==> src/hw/rtl/imu_sched_pkg.sv <==
// Shared types and constants for the dual-sensor IMU read scheduler.
// Depends on nothing; imported by imu_sched_step and the top level.

package imu_sched_pkg;

    localparam int IMU_TIME_WIDTH = 32;
    localparam int CMD_WIDTH      = 3;
    localparam int CFG_WIDTH      = 8;
    localparam int CFG_IDX_WIDTH  = 2;
    localparam int SEQ_WIDTH      = 32;
    localparam int LAUNCH_WIDTH   = 2;
    localparam int BYTES_WIDTH    = 4;

    localparam logic [CFG_WIDTH-1:0] FALLBACK_MS_RESET = 8'd5;
    localparam logic [CFG_WIDTH-1:0] TIMEOUT_MS_RESET  = 8'd5;

    localparam logic [CFG_IDX_WIDTH-1:0] CFG_FALLBACK_MS = 2'd0;
    localparam logic [CFG_IDX_WIDTH-1:0] CFG_TIMEOUT_MS  = 2'd1;

    localparam logic [LAUNCH_WIDTH-1:0] LAUNCH_NONE  = 2'd0;
    localparam logic [LAUNCH_WIDTH-1:0] LAUNCH_GYRO  = 2'd1;
    localparam logic [LAUNCH_WIDTH-1:0] LAUNCH_ACCEL = 2'd2;

    localparam logic [BYTES_WIDTH-1:0] GYRO_BYTES  = 4'd7;
    localparam logic [BYTES_WIDTH-1:0] ACCEL_BYTES = 4'd8;

    typedef enum logic [CMD_WIDTH-1:0] {
        CMD_POLL        = 3'd0,
        CMD_GYRO_READY  = 3'd1,
        CMD_ACCEL_READY = 3'd2,
        CMD_XFER_DONE   = 3'd3,
        CMD_XFER_ERROR  = 3'd4,
        CMD_ENABLE      = 3'd5,
        CMD_DISABLE     = 3'd6
    } cmd_t;

    typedef enum logic [1:0] {
        MODE_IDLE  = 2'd0,
        MODE_GYRO  = 2'd1,
        MODE_ACCEL = 2'd2
    } mode_t;

    // Scheduler control state
    typedef struct packed {
        mode_t mode;
        logic  enabled;
        logic  valid;
        logic  gyro_in;
        logic  accel_in;
        logic  pend_gyro;
        logic  pend_accel;
        logic  accel_turn;
    } flags_t;

    // One result beat
    typedef struct packed {
        logic [LAUNCH_WIDTH-1:0] launched;
        logic [BYTES_WIDTH-1:0]  transfer_bytes;
        logic                    gyro_select;
        logic                    accel_select;
        logic                    bus_abort;
        logic                    published;
        logic                    sample_valid;
        logic [SEQ_WIDTH-1:0]    sample_seq;
    } result_t;

endpackage

==> src/hw/rtl/imu_dual_sensor_read_scheduler_top.sv <==
// Top level of the dual-sensor IMU read scheduler: input register, state, result register.
// Depends on imu_sched_pkg and imu_sched_step.

// The scheduler takes one event beat per clock while in_stall is low and returns exactly one
// result beat per event. An accepted event lands in the input register; the step logic (flag
// updates, two time comparisons and the read selection) then runs in one pass, and when the
// result stage advances the state registers update and the result is captured in the output
// register. A new event may follow every cycle while in_stall is low. in_stall rises only
// while the result register is full and stalled. Time differences wrap modulo 2^TIME_WIDTH.
// The configuration port is always ready; write it only while no event is in flight.

module imu_dual_sensor_read_scheduler_top
    import imu_sched_pkg::*;
#(
    parameter int TIME_WIDTH = IMU_TIME_WIDTH
)
(
    input  logic                     clk,
    input  logic                     rst_n,
    // event channel
    input  logic                     in_valid,
    output logic                     in_stall,
    input  logic [CMD_WIDTH-1:0]     cmd,
    input  logic [TIME_WIDTH-1:0]    now,
    input  logic                     bus_ready,
    input  logic                     start_ok,
    // result channel
    output logic                     out_valid,
    input  logic                     out_stall,
    output logic [LAUNCH_WIDTH-1:0]  launched,
    output logic [BYTES_WIDTH-1:0]   transfer_bytes,
    output logic                     gyro_select,
    output logic                     accel_select,
    output logic                     bus_abort,
    output logic                     published,
    output logic                     sample_valid,
    output logic [SEQ_WIDTH-1:0]     sample_seq,
    // configuration channel
    input  logic                     cfg_valid,
    output logic                     cfg_ready,
    input  logic [CFG_IDX_WIDTH-1:0] cfg_index,
    input  logic [CFG_WIDTH-1:0]     cfg_data
);

    // input register
    logic                  in_valid_reg;
    logic [CMD_WIDTH-1:0]  cmd_reg;
    logic [TIME_WIDTH-1:0] now_reg;
    logic                  bus_ready_reg;
    logic                  start_ok_reg;

    // scheduler state
    flags_t                flags_reg;
    flags_t                flags_next;
    logic [SEQ_WIDTH-1:0]  seq_reg;
    logic [SEQ_WIDTH-1:0]  seq_next;
    logic [TIME_WIDTH-1:0] last_update_reg;
    logic [TIME_WIDTH-1:0] last_transfer_reg;
    logic                  update_stamp;
    logic                  transfer_stamp;

    // configuration
    logic [CFG_WIDTH-1:0]  fallback_ms_reg;
    logic [CFG_WIDTH-1:0]  timeout_ms_reg;

    // result register
    logic                  out_valid_reg;
    result_t               result_reg;
    result_t               result_next;

    logic                  advance;
    logic                  fire;

    // The result stage moves whenever it is empty or being taken
    assign advance  = !out_valid_reg || !out_stall;
    assign fire     = in_valid_reg && advance;
    assign in_stall = in_valid_reg && !advance;

    // Capture an event beat; hold it while the result side stalls
    always_ff @(posedge clk or negedge rst_n)
    begin
        if (!rst_n) begin
            in_valid_reg <= 1'b0;
        end
        else if (!in_stall) begin
            in_valid_reg <= in_valid;
        end
    end

    always_ff @(posedge clk)
    begin
        if (in_valid && !in_stall) begin
            cmd_reg       <= cmd;
            now_reg       <= now;
            bus_ready_reg <= bus_ready;
            start_ok_reg  <= start_ok;
        end
    end

    imu_sched_step #(
        .TIME_WIDTH (TIME_WIDTH)
    ) u_step (
        .flags          (flags_reg),
        .seq            (seq_reg),
        .last_update    (last_update_reg),
        .last_transfer  (last_transfer_reg),
        .fallback_ms    (fallback_ms_reg),
        .timeout_ms     (timeout_ms_reg),
        .cmd            (cmd_reg),
        .now            (now_reg),
        .bus_ready      (bus_ready_reg),
        .start_ok       (start_ok_reg),
        .flags_next     (flags_next),
        .seq_next       (seq_next),
        .update_stamp   (update_stamp),
        .transfer_stamp (transfer_stamp),
        .result         (result_next)
    );

    // Advance the scheduler state only when the event's result is captured
    always_ff @(posedge clk or negedge rst_n)
    begin
        if (!rst_n) begin
            flags_reg         <= '0;
            seq_reg           <= '0;
            last_update_reg   <= '0;
            last_transfer_reg <= '0;
        end
        else if (fire) begin
            flags_reg <= flags_next;
            seq_reg   <= seq_next;
            if (update_stamp)
                last_update_reg <= now_reg;
            if (transfer_stamp)
                last_transfer_reg <= now_reg;
        end
    end

    // Configuration writes; indexes past the register list are dropped
    assign cfg_ready = 1'b1;

    always_ff @(posedge clk or negedge rst_n)
    begin
        if (!rst_n) begin
            fallback_ms_reg <= FALLBACK_MS_RESET;
            timeout_ms_reg  <= TIMEOUT_MS_RESET;
        end
        else if (cfg_valid && cfg_ready) begin
            case (cfg_index)
                CFG_FALLBACK_MS: fallback_ms_reg <= cfg_data;
                CFG_TIMEOUT_MS:  timeout_ms_reg  <= cfg_data;
                default:         fallback_ms_reg <= fallback_ms_reg;
            endcase
        end
    end

    // Result register; a taken beat is replaced or dropped
    always_ff @(posedge clk or negedge rst_n)
    begin
        if (!rst_n) begin
            out_valid_reg <= 1'b0;
        end
        else if (advance) begin
            out_valid_reg <= in_valid_reg;
        end
    end

    always_ff @(posedge clk)
    begin
        if (fire) begin
            result_reg <= result_next;
        end
    end

    assign out_valid      = out_valid_reg;
    assign launched       = result_reg.launched;
    assign transfer_bytes = result_reg.transfer_bytes;
    assign gyro_select    = result_reg.gyro_select;
    assign accel_select   = result_reg.accel_select;
    assign bus_abort      = result_reg.bus_abort;
    assign published      = result_reg.published;
    assign sample_valid   = result_reg.sample_valid;
    assign sample_seq     = result_reg.sample_seq;

    // A launched read keeps its own chip select asserted and the other released
    assert property (@(posedge clk) disable iff (!rst_n)
        (out_valid_reg && launched == LAUNCH_GYRO) |-> (gyro_select && !accel_select))
        else $error("gyro launch without gyro chip select");

    assert property (@(posedge clk) disable iff (!rst_n)
        (out_valid_reg && launched == LAUNCH_ACCEL) |-> (accel_select && !gyro_select))
        else $error("accel launch without accel chip select");

    // A published sample is always marked valid
    assert property (@(posedge clk) disable iff (!rst_n)
        (out_valid_reg && published) |-> sample_valid)
        else $error("sample published but not valid");

    // The input side stalls only behind a full, stalled result register
    assert property (@(posedge clk) disable iff (!rst_n)
        in_stall |-> (out_valid_reg && out_stall))
        else $error("input stalled while result stage free");

endmodule

==> src/hw/rtl/imu_sched_step.sv <==
// Event step logic of the IMU read scheduler: next state and result for one event.
// Depends on imu_sched_pkg; purely combinational, state registers live in the top level.

module imu_sched_step
    import imu_sched_pkg::*;
#(
    parameter int TIME_WIDTH = IMU_TIME_WIDTH
)
(
    input  flags_t                  flags,
    input  logic [SEQ_WIDTH-1:0]    seq,
    input  logic [TIME_WIDTH-1:0]   last_update,
    input  logic [TIME_WIDTH-1:0]   last_transfer,
    input  logic [CFG_WIDTH-1:0]    fallback_ms,
    input  logic [CFG_WIDTH-1:0]    timeout_ms,
    input  logic [CMD_WIDTH-1:0]    cmd,
    input  logic [TIME_WIDTH-1:0]   now,
    input  logic                    bus_ready,
    input  logic                    start_ok,
    output flags_t                  flags_next,
    output logic [SEQ_WIDTH-1:0]    seq_next,
    output logic                    update_stamp,
    output logic                    transfer_stamp,
    output result_t                 result
);

    typedef struct packed {
        flags_t                  f;
        logic                    ready;
        logic                    abort;
        logic                    stamp;
        logic [LAUNCH_WIDTH-1:0] launched;
        logic                    done;
    } work_t;

    // Start a read of one part; bus busy leaves it pending
    function automatic work_t launch(work_t w_in, logic accel, logic ok);
        work_t w;
        w = w_in;
        if (!w.ready) begin
            if (accel)
                w.f.pend_accel = 1'b1;
            else
                w.f.pend_gyro = 1'b1;
        end
        else begin
            w.stamp = 1'b1;
            if (ok) begin
                w.f.mode   = accel ? MODE_ACCEL : MODE_GYRO;
                w.launched = accel ? LAUNCH_ACCEL : LAUNCH_GYRO;
                w.done     = 1'b1;
            end
        end
        return w;
    endfunction

    // Pick the next pending part, alternating when both wait
    function automatic work_t service(work_t w_in, logic ok);
        work_t w;
        w = w_in;
        if (w.f.mode == MODE_IDLE) begin
            if (w.f.pend_accel && w.f.pend_gyro) begin
                if (w.f.accel_turn) begin
                    w.f.pend_accel = 1'b0;
                    w = launch(w, 1'b1, ok);
                end
                else begin
                    w.f.pend_gyro = 1'b0;
                    w = launch(w, 1'b0, ok);
                end
            end
            if (!w.done && w.f.pend_gyro) begin
                w.f.pend_gyro = 1'b0;
                w = launch(w, 1'b0, ok);
            end
            if (!w.done && w.f.pend_accel) begin
                w.f.pend_accel = 1'b0;
                w = launch(w, 1'b1, ok);
            end
        end
        return w;
    endfunction

    // Drop the transfer; abort when the bus is still busy
    function automatic work_t reset_xfer(work_t w_in);
        work_t w;
        w = w_in;
        if (!w.ready) begin
            w.abort = 1'b1;
            w.ready = 1'b1;
        end
        w.f.mode       = MODE_IDLE;
        w.f.gyro_in    = 1'b0;
        w.f.accel_in   = 1'b0;
        w.f.pend_gyro  = 1'b0;
        w.f.pend_accel = 1'b0;
        return w;
    endfunction

    logic [TIME_WIDTH-1:0] xfer_elapsed;
    logic [TIME_WIDTH-1:0] update_elapsed;
    logic                  xfer_late;
    logic                  update_late;
    work_t                 w;
    logic                  seq_inc;
    logic                  seq_clear;
    logic                  upd;
    logic                  was_gyro;

    assign xfer_elapsed   = now - last_transfer;
    assign update_elapsed = now - last_update;
    assign xfer_late      = xfer_elapsed > TIME_WIDTH'(timeout_ms);
    assign update_late    = update_elapsed > TIME_WIDTH'(fallback_ms);

    always_comb
    begin
        w          = '0;
        w.f        = flags;
        w.ready    = bus_ready;
        seq_inc    = 1'b0;
        seq_clear  = 1'b0;
        upd        = 1'b0;
        was_gyro   = 1'b0;
        case (cmd_t'(cmd))
            CMD_POLL:
            begin
                if (w.f.enabled) begin
                    if ((w.f.mode != MODE_IDLE || !w.ready) && xfer_late) begin
                        w = reset_xfer(w);
                        w.f.pend_accel = 1'b1;
                        w.f.pend_gyro  = 1'b1;
                        w.stamp        = 1'b1;
                    end
                    if (update_late) begin
                        w.f.pend_accel = 1'b1;
                        w.f.pend_gyro  = 1'b1;
                    end
                    w = service(w, start_ok);
                end
            end
            CMD_GYRO_READY:
            begin
                if (w.f.enabled)
                    w.f.pend_gyro = 1'b1;
            end
            CMD_ACCEL_READY:
            begin
                if (w.f.enabled)
                    w.f.pend_accel = 1'b1;
            end
            CMD_XFER_DONE:
            begin
                if (w.f.mode == MODE_GYRO || w.f.mode == MODE_ACCEL) begin
                    was_gyro = (w.f.mode == MODE_GYRO);
                    if (was_gyro)
                        w.f.gyro_in = 1'b1;
                    else
                        w.f.accel_in = 1'b1;
                    upd = 1'b1;
                    w.f.accel_turn = was_gyro;
                    if (w.f.gyro_in && w.f.accel_in) begin
                        w.f.valid    = 1'b1;
                        seq_inc      = 1'b1;
                        w.f.gyro_in  = 1'b0;
                        w.f.accel_in = 1'b0;
                    end
                    w.f.mode = MODE_IDLE;
                    w = service(w, start_ok);
                end
                else begin
                    w = reset_xfer(w);
                end
            end
            CMD_XFER_ERROR:
            begin
                w.abort = 1'b1;
                w = reset_xfer(w);
                w.f.pend_accel = 1'b1;
                w.f.pend_gyro  = 1'b1;
                w.stamp        = 1'b1;
            end
            CMD_ENABLE:
            begin
                w.f.enabled    = 1'b1;
                w.f.valid      = 1'b0;
                w.f.gyro_in    = 1'b0;
                w.f.accel_in   = 1'b0;
                w.f.pend_gyro  = 1'b1;
                w.f.pend_accel = 1'b1;
                w.f.accel_turn = 1'b0;
                w.f.mode       = MODE_IDLE;
                seq_clear      = 1'b1;
                upd            = 1'b1;
                w.stamp        = 1'b1;
            end
            CMD_DISABLE:
            begin
                w.f.enabled = 1'b0;
                w = reset_xfer(w);
            end
            default:
            begin
                w = w;
            end
        endcase
    end

    always_comb
    begin
        if (seq_clear)
            seq_next = '0;
        else if (seq_inc)
            seq_next = seq + SEQ_WIDTH'(1);
        else
            seq_next = seq;
    end

    assign flags_next     = w.f;
    assign update_stamp   = upd;
    assign transfer_stamp = w.stamp;

    always_comb
    begin
        result.launched = w.launched;
        case (w.launched)
            LAUNCH_GYRO:  result.transfer_bytes = GYRO_BYTES;
            LAUNCH_ACCEL: result.transfer_bytes = ACCEL_BYTES;
            default:      result.transfer_bytes = '0;
        endcase
        result.gyro_select  = (w.f.mode == MODE_GYRO);
        result.accel_select = (w.f.mode == MODE_ACCEL);
        result.bus_abort    = w.abort;
        result.published    = seq_inc;
        result.sample_valid = w.f.valid;
        result.sample_seq   = seq_next;
    end

endmodule

==> config.mk <==
export PLATFORM = sky130hd
export DESIGN_NAME = imu_dual_sensor_read_scheduler_top
export DESIGN_NICKNAME = d
export VERILOG_FILES = /design/src/hw/rtl/imu_sched_pkg.sv /design/src/hw/rtl/imu_dual_sensor_read_scheduler_top.sv /design/src/hw/rtl/imu_sched_step.sv
export SDC_FILE = /design/constraint.sdc
export NUM_CORES = 1
export LEC_CHECK = 0
export ABC_AREA = 1
export BUFFER_PORTS_ARGS = -buffer_cell sky130_fd_sc_hd__buf_2
export CAP_MARGIN = 20
export CORE_ASPECT_RATIO = 0.9
export CORE_MARGIN = 2
export CORE_UTILIZATION = 40
export CTS_BUF_LIST = sky130_fd_sc_hd__clkbuf_8
export CTS_CLUSTER_DIAMETER = 40
export DETAILED_ROUTE_END_ITERATION = 16
export SKIP_LAST_GASP = 1
export SYNTH_ARGS = -nofsm -noshare
export SYNTH_HDL_FRONTEND = slang
export SYNTH_SLANG_ARGS = --single-unit
export TNS_END_PERCENT = 50
==> constraint.sdc <==
create_clock -name clk -period 10.9 [get_ports clk]
set_input_delay 0.545 -clock clk [delete_from_list [all_inputs] [get_ports clk]]
set_output_delay 0.545 -clock clk [all_outputs]
set_load 0.02 [all_outputs]
; ---- Word level (Yosys, flattened, before mapping)
; Cells that the tools add are included.
[classes]
order_cmp = 2
muxes = 92
shifts = 0
div = 0
bitwise_logic = 1
multipliers = 0
eq_ne = 17
reduce_logical = 42
n_addsub = 3
[ops]
columns = op, n
row1 = $mux 15, 24
row2 = $gt 32x8->1, 2
row3 = $mux 32, 2
row4 = $sub 32x32->32, 2
row5 = $mux 2, 18
row6 = $add 32x1->32 const B, 1
row7 = $mux 4, 8
row8 = $pmux 6 s5, 1
row9 = $mux 3, 8
row10 = $mux 1, 23
row11 = $reduce_and 4->1, 4
row12 = $reduce_bool 5->1, 3
row13 = $logic_and 1x1->1, 11
row14 = $pmux 1 s5, 2
row15 = $eq 3x3->1 const B, 3
row16 = $logic_not 1->1, 9
row17 = $eq 2x1->1 const B, 4
row18 = $pmux 4 s2, 1
row19 = $reduce_and 2->1, 4
row20 = $eq 2x2->1 const B, 3
row21 = $eq 3x2->1 const B, 2
row22 = $ne 2x2->1 const B, 3
row23 = $pmux 1 s3, 2
row24 = $pmux 3 s2, 1
row25 = other kinds (13), 16
[totals]
ram_bits = 0
latchBits = 0
rom_bits = 0
ff_bits = 203
memories = 0
out_inout_bits = 46

; ---- Longest topological paths before layout
; Gate-level depths: netlist of the first run.
[logic_depth]
ltp_word = 28
depth_mapped = 32
mapped_depth_nobuf = 32

; ---- Cells and area by module
; From an unflattened synthesis of the first run, not the netlist that was laid out.
[hier_totals]
cells_unflattened = 2179
hier_area_um2 = 14990.6
[by_module_without_submodules]
columns = module, area_each_um2, cells_each, n_inst
row1 = imu_sched_step, 7673.6, 1557, 1
row2 = imu_dual_sensor_read_scheduler_top, 7317.0, 622, 1

; ---- Worst setup path after synthesis of the first run
; Ideal clock, no wire load.
[synth_path]
kind = reg-to-reg
from = reg now_reg[0]
to = reg last_transfer_reg[21]
setup_slack_ns = 7.444
stages_incl_launch_ff = 26
arrival_time_ns = 3.330
path_buffers = 1
path_cell_list = edfxtp_1 -> inv_1 -> ha_1 -> inv_1 -> fa_1 -> nand3_1 -> nand3_1 -> xor2_1 -> ha_1 -> nand2_1 -> nor2_1 -> and3_1 -> inv_1 -> a21oi_1 -> nand3b_1 -> nor2_1 -> nand3_1 -> nor2_1 -> nand3_1 -> nor2_1 -> nand3_2 -> o211ai_2 -> nand2_2 -> nand2_4 -> buf_4 -> o21ai_0
[synth_via]
elab_chain_cells = 27
word_cells_on_any_way = 38
cone_classes = add/sub (2) / order compare (2) / mux (26) / reduce/logical (8)
[synth_lines]
columns = item, line_no
row1 = "start, declared", imu_dual_sensor_read_scheduler_top.sv:48  ; logic [TIME_WIDTH-1:0] now_reg;
row2 = "start signal, assigned", imu_dual_sensor_read_scheduler_top.sv:94  ; now_reg <= now;
row3 = $sub 32x32->32, imu_sched_step.sv:110  ; assign xfer_elapsed = now - last_transfer;
row4 = $gt 32x8->1, imu_sched_step.sv:112  ; assign xfer_late = xfer_elapsed > TIME_WIDTH'(timeout_ms);
row5 = $logic_and 1x1->1, imu_sched_step.sv:128  ; if ((w.f.mode != MODE_IDLE || !w.ready) && xfer_late) begin
row6 = $mux 15, imu_sched_step.sv:128
row7 = $mux 15, imu_sched_step.sv:127  ; if (w.f.enabled) begin
row8 = $mux 15, imu_sched_step.sv:124  ; case (cmd_t'(cmd))
row9 = $mux 2, imu_sched_step.sv:134  ; if (update_late) begin
row10 = $mux 2, imu_sched_step.sv:127
row11 = (+11 left out), --
row12 = $mux 15, imu_sched_step.sv:124
row13 = $logic_not 1->1, imu_sched_step.sv:76  ; if (!w.done && w.f.pend_accel) begin
row14 = $logic_and 1x1->1, imu_sched_step.sv:76
row15 = $mux 15, imu_sched_step.sv:76
row16 = $mux 15 *, imu_sched_step.sv:61  ; if (w.f.mode == MODE_IDLE) begin
row17 = $mux 15 *, imu_sched_step.sv:127
row18 = $pmux 1 s3 *, imu_sched_step.sv:124
row19 = $reduce_and 2->1 (no line) *, --
row20 = "end signal, assigned", imu_dual_sensor_read_scheduler_top.sv:135  ; last_transfer_reg <= now_reg;
row21 = "end, declared", imu_dual_sensor_read_scheduler_top.sv:58  ; logic [TIME_WIDTH-1:0] last_transfer_reg;
; Mark *: on every way between the ends. The rest lies on a longest branch, timed or not. The select of a mux whose other input is x is not followed.
; A chain may end at the register's enable or synchronous reset.

; ---- Worst setup path in the final report of the first run
[layout_path]
from = reg now_reg[6]
to = reg last_transfer_reg[10]
; Same word-level chain as after synthesis.

==> results of run 1 <==
-- report_power, final --
group	switching (mW)	leakage, nW	internal [mW]	total [mW]
Combinational	1.29	5.59	0.662	1.95
Sequential	0.0918	2.31	0.953	1.04
Clock	0.379	0.485	0.461	0.839
Total	1.76	8.38	2.08	3.84
-- cells in the mapped netlist (all sizes together) (8+ instances only) --
cell    number
nand2      669
o21bai       8
ha          82
nand3       97
nor3        36
inv        381
nand3b      15
xnor2        8
nor2       197
dfrtp      119
nor4        10
edfxtp      78
a21oi       95
nand4       34
clkbuf      17
o21ai      123
xor2        23
buf         11
-- cell type report --
type	instances	area, um^2
clock buffer	44	606
sequential	201	5430
tap	469	587
multi-input combinational	1436	7250
timing repair buffer	102	554
fill	3611	19000
inverter	382	1430
antenna	1	2.50
clock inverter	34	284
-- timing repair --
action                                 4_1_cts  5_1_grt
resized for setup                            0        0
endpoints found under the hold margin       45        0
hold buffers                                 1        0
setup buffers                                0        0
-- critical path, delay by kind of cell, from the launching register on --
kind / cells / cell delay, ns
flip-flops: 1 / 0.51
adder cells (fa/ha/maj): 2 / 0.70
XOR/XNOR: 1 / 0.17
buffers and inverters: 2 / 0.11
AO/OA/AOI/OAI: 4 / 0.42
AND/OR/NAND/NOR: 18 / 2.60
-- cell families after synthesis --
logic type               share of synthesized area
buffers and inverters                        0.112
adder cells (fa/ha/maj)                     0.0747
AND/OR/NAND/NOR                              0.315
other                                     0.000263
flip-flops                                   0.380
AO/OA/AOI/OAI                               0.0990
XOR/XNOR                                    0.0190
-- path summary, 6_finish.rpt --
kind / end / depth (start not counted) / slack, ns / from
max in group asynchronous: last_transfer_reg[28]$_DFFE_PN0P_ / 4 / 9.41 / rst_n
setup / recovery: last_transfer_reg[10]$_DFFE_PN0P_ / 27 / 6.27 / now_reg[6]$_DFFE_PP_
hold reg to reg: fallback_ms_reg[4]$_DFFE_PN0P_ / 2 / 0.48 / fallback_ms_reg[4]$_DFFE_PN0P_
hold / removal: now_reg[11]$_DFFE_PP_ / 1 / 0.12 / now[11]
min in group asynchronous: in_valid_reg$_DFFE_PN0N_ / 2 / 0.48 / rst_n
setup reg to reg: last_transfer_reg[10]$_DFFE_PN0P_ / 27 / 6.27 / now_reg[6]$_DFFE_PP_
-- routing by layer --
metal / part of all wire / vias to the layer above / global-route usage
met4: 0.024 / 0 / 0.0631
met3: 0.062 / 68 / 0.0394
met5: 0 / - / 0
li1: - / 6729 / -
met1: 0.50 / 6027 / 0.325
met2: 0.41 / 341 / 0.337
-- cell usage in the layout, fill, tap and decap left out, types with 15 or more instances in the layout --
master	netlist	final
a21oi_1	83	83
xor2_1	23	23
nor2_1	190	189
o21ai_0	105	105
nand2_1	658	658
o21ai_1	16	16
edfxtp_1	78	78
nand4_1	34	34
clkbuf_8	0	44
nand3_1	96	96
nand3b_1	15	15
dfrtp_1	119	119
nor3_1	30	30
ha_1	82	82
inv_1	375	384
buf_2	1	95
==> summary by stage, run 1 <==
Synth
Yosys mapped a number of flops with a built-in enable equal to 78. By area the synthesized netlist is led by dfrtp_1 (21%), nand2_1 (17%), edfxtp_1 (16%). The area of the mapped netlist is 14,300 um^2. The number of storage elements in the synthesis netlist is 201.

The biggest area contributor in the post-synthesis netlist is dfrtp_1. The count of mapped cells out of synthesis is 2,047. After synthesis, the netlist uses 57 different library cells. The post-synth net total is 2,183.

Of the synthesized area, sequential elements account for 0.380. A synthesized cell averages 6.97 um^2. The share of the synthesized area in the top cell type is 0.209. For this run, the number of Yosys warnings is 0. For this run, asynchronously set or reset flops after synthesis account for 0.612.

The dominant synthesized flop cell is dfrtp_1.

Die
98 I/O pins were placed. The number of cell rows is 65. The die is 203 um wide. The initial utilization of the core area, before any placement, comes to 0.406. The die covers 37,200 um^2.

The core area is 35,100 um^2. The die is 183 um tall.

Route
The number of remaining DRC errors is 0. The overall routed net length is 40.3 mm. Once detail routing completed, the nets flagged for antenna violations numbered 0. For this block, the initial DRC count from the detailed router was 827.

The average vias per placed instance is 4.93. The routed layout has 13,165 vias. The first TritonRoute pass finished after 6 iterations. Dividing the detail-routed wire length by the instance count gives 15.1 um.

Run
The number of max-cap violations is 0.

Finish
In the final layout, the share of cells above drive strength 1 is 0.101. The summed area of non-filler cells in the final layout is 16,100 um^2. After the last flow step, the layout net total stands at 2,301.

The count of non-filler cells in the finished layout is 2,669. The synthesis-to-layout area growth is 13.2%. Once layout is complete, the utilization of the core stands at 0.459.

GRT
The largest net degree at the start of global routing is 75. The number of antenna violations at the first check in global routing was 2. The global-route wire length before repair is 65.5 mm. Global routing finished with a remaining overflow of 0. The global router's overall resource usage is 0.223. The via count of the first global-routing pass came to 12,670.

Placed design
The placed instance area is 15,200 um^2. The total instance count after detailed placement is 2,588. The sum of net half-perimeters after detailed placement is 31.6 mm.

The worst-case setup slack after placement is 6.41 ns. Routability-driven placement finished with a final weighted congestion of 0.948. Input and output buffers added on the ports amount to 96.

Clock network
The clock latency reported for the late side of the worst-skew pair is 0.60 ns. The maximum count of clock buffers along a single path is 3. The number of CTS-inserted buffers is 42. The TritonCTS clock tree is yes. Clock tree synthesis selected as its root buffer the cell clkbuf_8.

CTS saw 201 sinks. The H-tree was split into 2 levels. After clock tree synthesis, the clock-pin slew on the worst setup and hold paths is 0.06 ns.

STA
At the pin with the least slew margin, the transition time is 1.03 ns. The number of hold-slack violations in the final timing report is 0. The worst path needs 4.63 ns of the cycle, external delays included. The worst slack on hold paths is 0.120 ns. In this run the tightest slew margin relative to its limit is 0.310. Setup violations remaining at the end of the flow were counted as 0. The setup slack of the critical path after layout is 6.27 ns. For the final database, setup skew stands at 0.0306 ns. Setup repair after global routing left no endpoint under its margin.

The final max-slew violation count is 0. The total negative slack for setup checks is 0 ns. The post-route fraction of the period consumed by the critical path is 0.425. For this run, the top clock speed supported by timing is 0.216 GHz.

Worst setup path
The critical path is of the flip-flop to flip-flop type. The most repeated library cell on the critical path is nand2_1. The nature of the critical path startpoint is a flip-flop. The slowest stage of the critical path belongs to the cell nand2_4.

At the worst endpoint, the arrival time is 5.12 ns. Along the worst path, the maximum fanout reaches 63. For this run, the slowest stage of the critical path takes 0.53 ns.

At the worst endpoint, the required time is 11.39 ns. The kind of end point of the critical path is a flip-flop.

Pwr
The completed layout was analyzed and its total power is 3.84 mW. The maximum resistive drop on vdd is 0.121 mV. The reported leakage power is 8.38 nW. The cell area power density is 238 nW/um^2.

Run status
The flow ran to the end, and the final reports show no timing, DRC or antenna violations.

Worst hold path
The class of the tightest hold or removal check is input pin to flip-flop.
(Power assumes the default switching activity.)
==> run 2: changes to the inputs <==
Clock period 10.9 ns to 4.64 ns, I/O delays scaled along.
==> run 2 against run 1 <==
  * First-iteration DRC count grew 40%
  * Largest power group unchanged
  * Routed wire length grew 2.5%
  * Combinational power grew 140%
  * Sequential share of layout area shrank 1.3 points
  * Sequential cell count is the same
  * Final cell count grew 2.0%
  * Utilization grew 1.8 points
  * Worst hold slack gained 0.086 ns
  * Critical path depth grew 3
  * Fmax grew 8.5%
  * Register-to-register slack lost 5.9 ns
  * Total power grew 140%
==> summary by stage, run 2 (synthesized netlist as in run 1, its figures left out) <==
Worst setup path
For the worst setup path, the data arrival time is 4.78 ns. Of all nets on the critical path, the largest fanout is 20. The largest single stage delay on the critical path is 0.42 ns.

The critical path data required time is 5.15 ns. Among all stages on the critical path, the largest delay is contributed by fa_1. The kind of critical path is flip-flop to flip-flop.

The most repeated library cell on the critical path is nand2_1. The worst reg2reg path startpoint is now_reg[0]$_DFFE_PP_. The worst setup path is captured at a flip-flop. The worst setup path is launched from a flip-flop.

The depth of the worst register-to-register path is 30. The endpoint identified for the worst register-to-register timing path is last_transfer_reg[17]$_DFFE_PN0P_. In this run the register-to-register setup slack is 0.38 ns. The dominant delay contributor by cell family on the critical path is simple AND/OR/NAND/NOR gates. The number of buffers and inverters on the critical path is 4.

STA
The final max-slew violation count came to 0. The number of hold-slack violations in the final timing report came to 0. The setup slack of the critical path after layout is 0.376 ns.

The post-route fraction of the period consumed by the critical path is 0.919. Headroom to the max-slew limit came out at 0.364. The total negative slack for setup checks is 0 ns. For the pin with the worst max-slew slack, the measured transition is 0.954 ns. The largest clock skew in the final design is 0.0479 ns. Setup repair after global routing left no endpoint under its margin. The clock period could shrink to 4.26 ns. The final-report setup violation count is 0.

For this run, the top clock speed supported by timing is 0.234 GHz.

Clock network
The clock tree root driver cell is clkbuf_8. The maximum count of clock buffers along a single path is 3. CTS built an H-tree with a depth of 2.

The clock latency reported for the late side of the worst-skew pair is 0.62 ns. Buffers inserted during clock tree synthesis total 42. After clock tree synthesis, the clock-pin slew on the worst setup and hold paths is 0.06 ns. TritonCTS built the clock tree.

The total clock sinks is 201.

Placed design
The number of input and output port buffers inserted is 96. The placed instance area is 15,200 um^2. The global placement routability congestion is 0.950. The total instance count after detailed placement is 2,591. Detailed placement finished with a half-perimeter wire length of 31.8 mm.

Prior to clock tree synthesis, the placed netlist has a worst setup slack of 0.358 ns.

Worst hold path
The worst hold path terminates at fallback_ms_reg[2]$_DFFE_PN1P_. Along the worst hold path, the cell count comes to 4. The min-delay analysis places its worst path in the category input pin to flip-flop. The worst hold path begins at cfg_valid.

Route
The first detailed-routing pass took 5 iterations. The number of remaining DRC errors is 0. The routed wire length per instance is 15.2 um.

The initial detailed-routing violation count is 1,161. Summing over every cut layer, the via total after detailed routing is 13,395. The average vias per placed instance is 4.92.

The overall routed net length is 41.4 mm. The remaining antenna violation count is 0.

Finish
Once layout is complete, the cells apart from fillers number 2,722. At the end of the flow, the number of nets in the layout was 2,355. With fillers left out, the area of the finished cells amounts to 16,800 um^2. The synthesis-to-layout area growth is 17.7%. In the final layout, the share of cells above drive strength 1 is 0.105. The total inserted antenna cells is 0. In the layout the commonest cells are nand2_1 (657), inv_1 (382), nor2_1 (189).

Leaving out fill and tap cells, the most frequent cell in the layout is nand2_1.

GRT
Entering global routing, the biggest net connects 88 pins. The global-route wire length before repair is 66.6 mm. The number of antenna violations at the first check in global routing was 0. The global router's overall resource usage is 0.227. The via count of the first global-routing pass is 13,058. After global routing the overflow that remains totals 0.

Die
The die outline height is 183 um. The core area is 35,100 um^2. The initial utilization of the core area, before any placement, comes to 0.406. 98 I/O pins were placed.

In this run the horizontal extent of the chip is 203 um. The number of cell rows is 65. The area enclosed by the die boundary is 37,200 um^2.

Run status
The flow ran to the end, and the final reports show no timing, DRC or antenna violations.

Pwr
For this design the static power due to leakage is 8.62 nW. IR analysis of the VDD net gives a maximum drop of 0.319 mV. The cell area power density is 549 nW/um^2.

Run
Across the run, the number of max-cap violations was 0.
-- run 2: repair_timing --
item | 4_1_cts | 5_1_grt
endpoints found under the hold margin | 136 | 0
hold buffers | 49 | 0
endpoints found under the setup margin | 0 | 25
resized for setup | 0 | 7
buffers inserted | 0 | 3
-- run 2: stage by stage --
step                       util  total power, mW  hold slack (ns)
after floorplan               -             5.86          -0.0636
after detailed placement  0.434             7.01            0.393
after global routing      0.478             10.1            0.282
after global placement    0.434             6.97            0.386
final                     0.478             9.21            0.206
after CTS                 0.475             9.21            0.138
-- run 2: worst min-delay path, cell delays in order --
cell and delay (ns):
buf_2 0.10, nand2_1 0.26, nand2_1 0.13, o21ai_0 0.07
-- run 2: power breakdown --
group | internal [mW] | switching, mW | total, mW
clock network | 1.20 | 0.898 | 2.10
registers | 2.24 | 0.218 | 2.46
logic | 1.61 | 3.04 | 4.65
-- run 2: worst max path at each step --
stage | from | endpoint | slack, ns | cells after the start
2_1_floorplan | now_reg[0]$_DFFE_PP_ | last_transfer_reg[21]$_DFFE_PN0P_ | 1.18 | 25
3_3_place_gp | now_reg[0]$_DFFE_PP_ | last_transfer_reg[8]$_DFFE_PN0P_ | 0.50 | 26
3_5_place_dp | now_reg[6]$_DFFE_PP_ | last_transfer_reg[3]$_DFFE_PN0P_ | 0.36 | 26
4_1_cts | now_reg[6]$_DFFE_PP_ | last_transfer_reg[2]$_DFFE_PN0P_ | 0.31 | 26
5_1_grt | now_reg[0]$_DFFE_PP_ | accel_select$_DFFE_PP_ | 0.003 | 30
6_report | now_reg[0]$_DFFE_PP_ | last_transfer_reg[17]$_DFFE_PN0P_ | 0.38 | 30
-- run 2: final cells by class --
class                      instances  area [um^2]
clock buffer                      48          661
clock inverter                    30          293
fill                            3615        18300
inverter                         382         1430
multi-input combinational       1436         7290
tap                              469          587
sequential                       201         5430
timing repair buffer             156         1100
-- run 2: routing by layer --
metal  part of all wire  up-vias  global-route usage
met5                  0        -                   0
met4              0.031        0              0.0800
met3              0.055       83              0.0382
met2               0.42      339               0.348
met1               0.49     6113               0.322
li1                   -     6860                   -
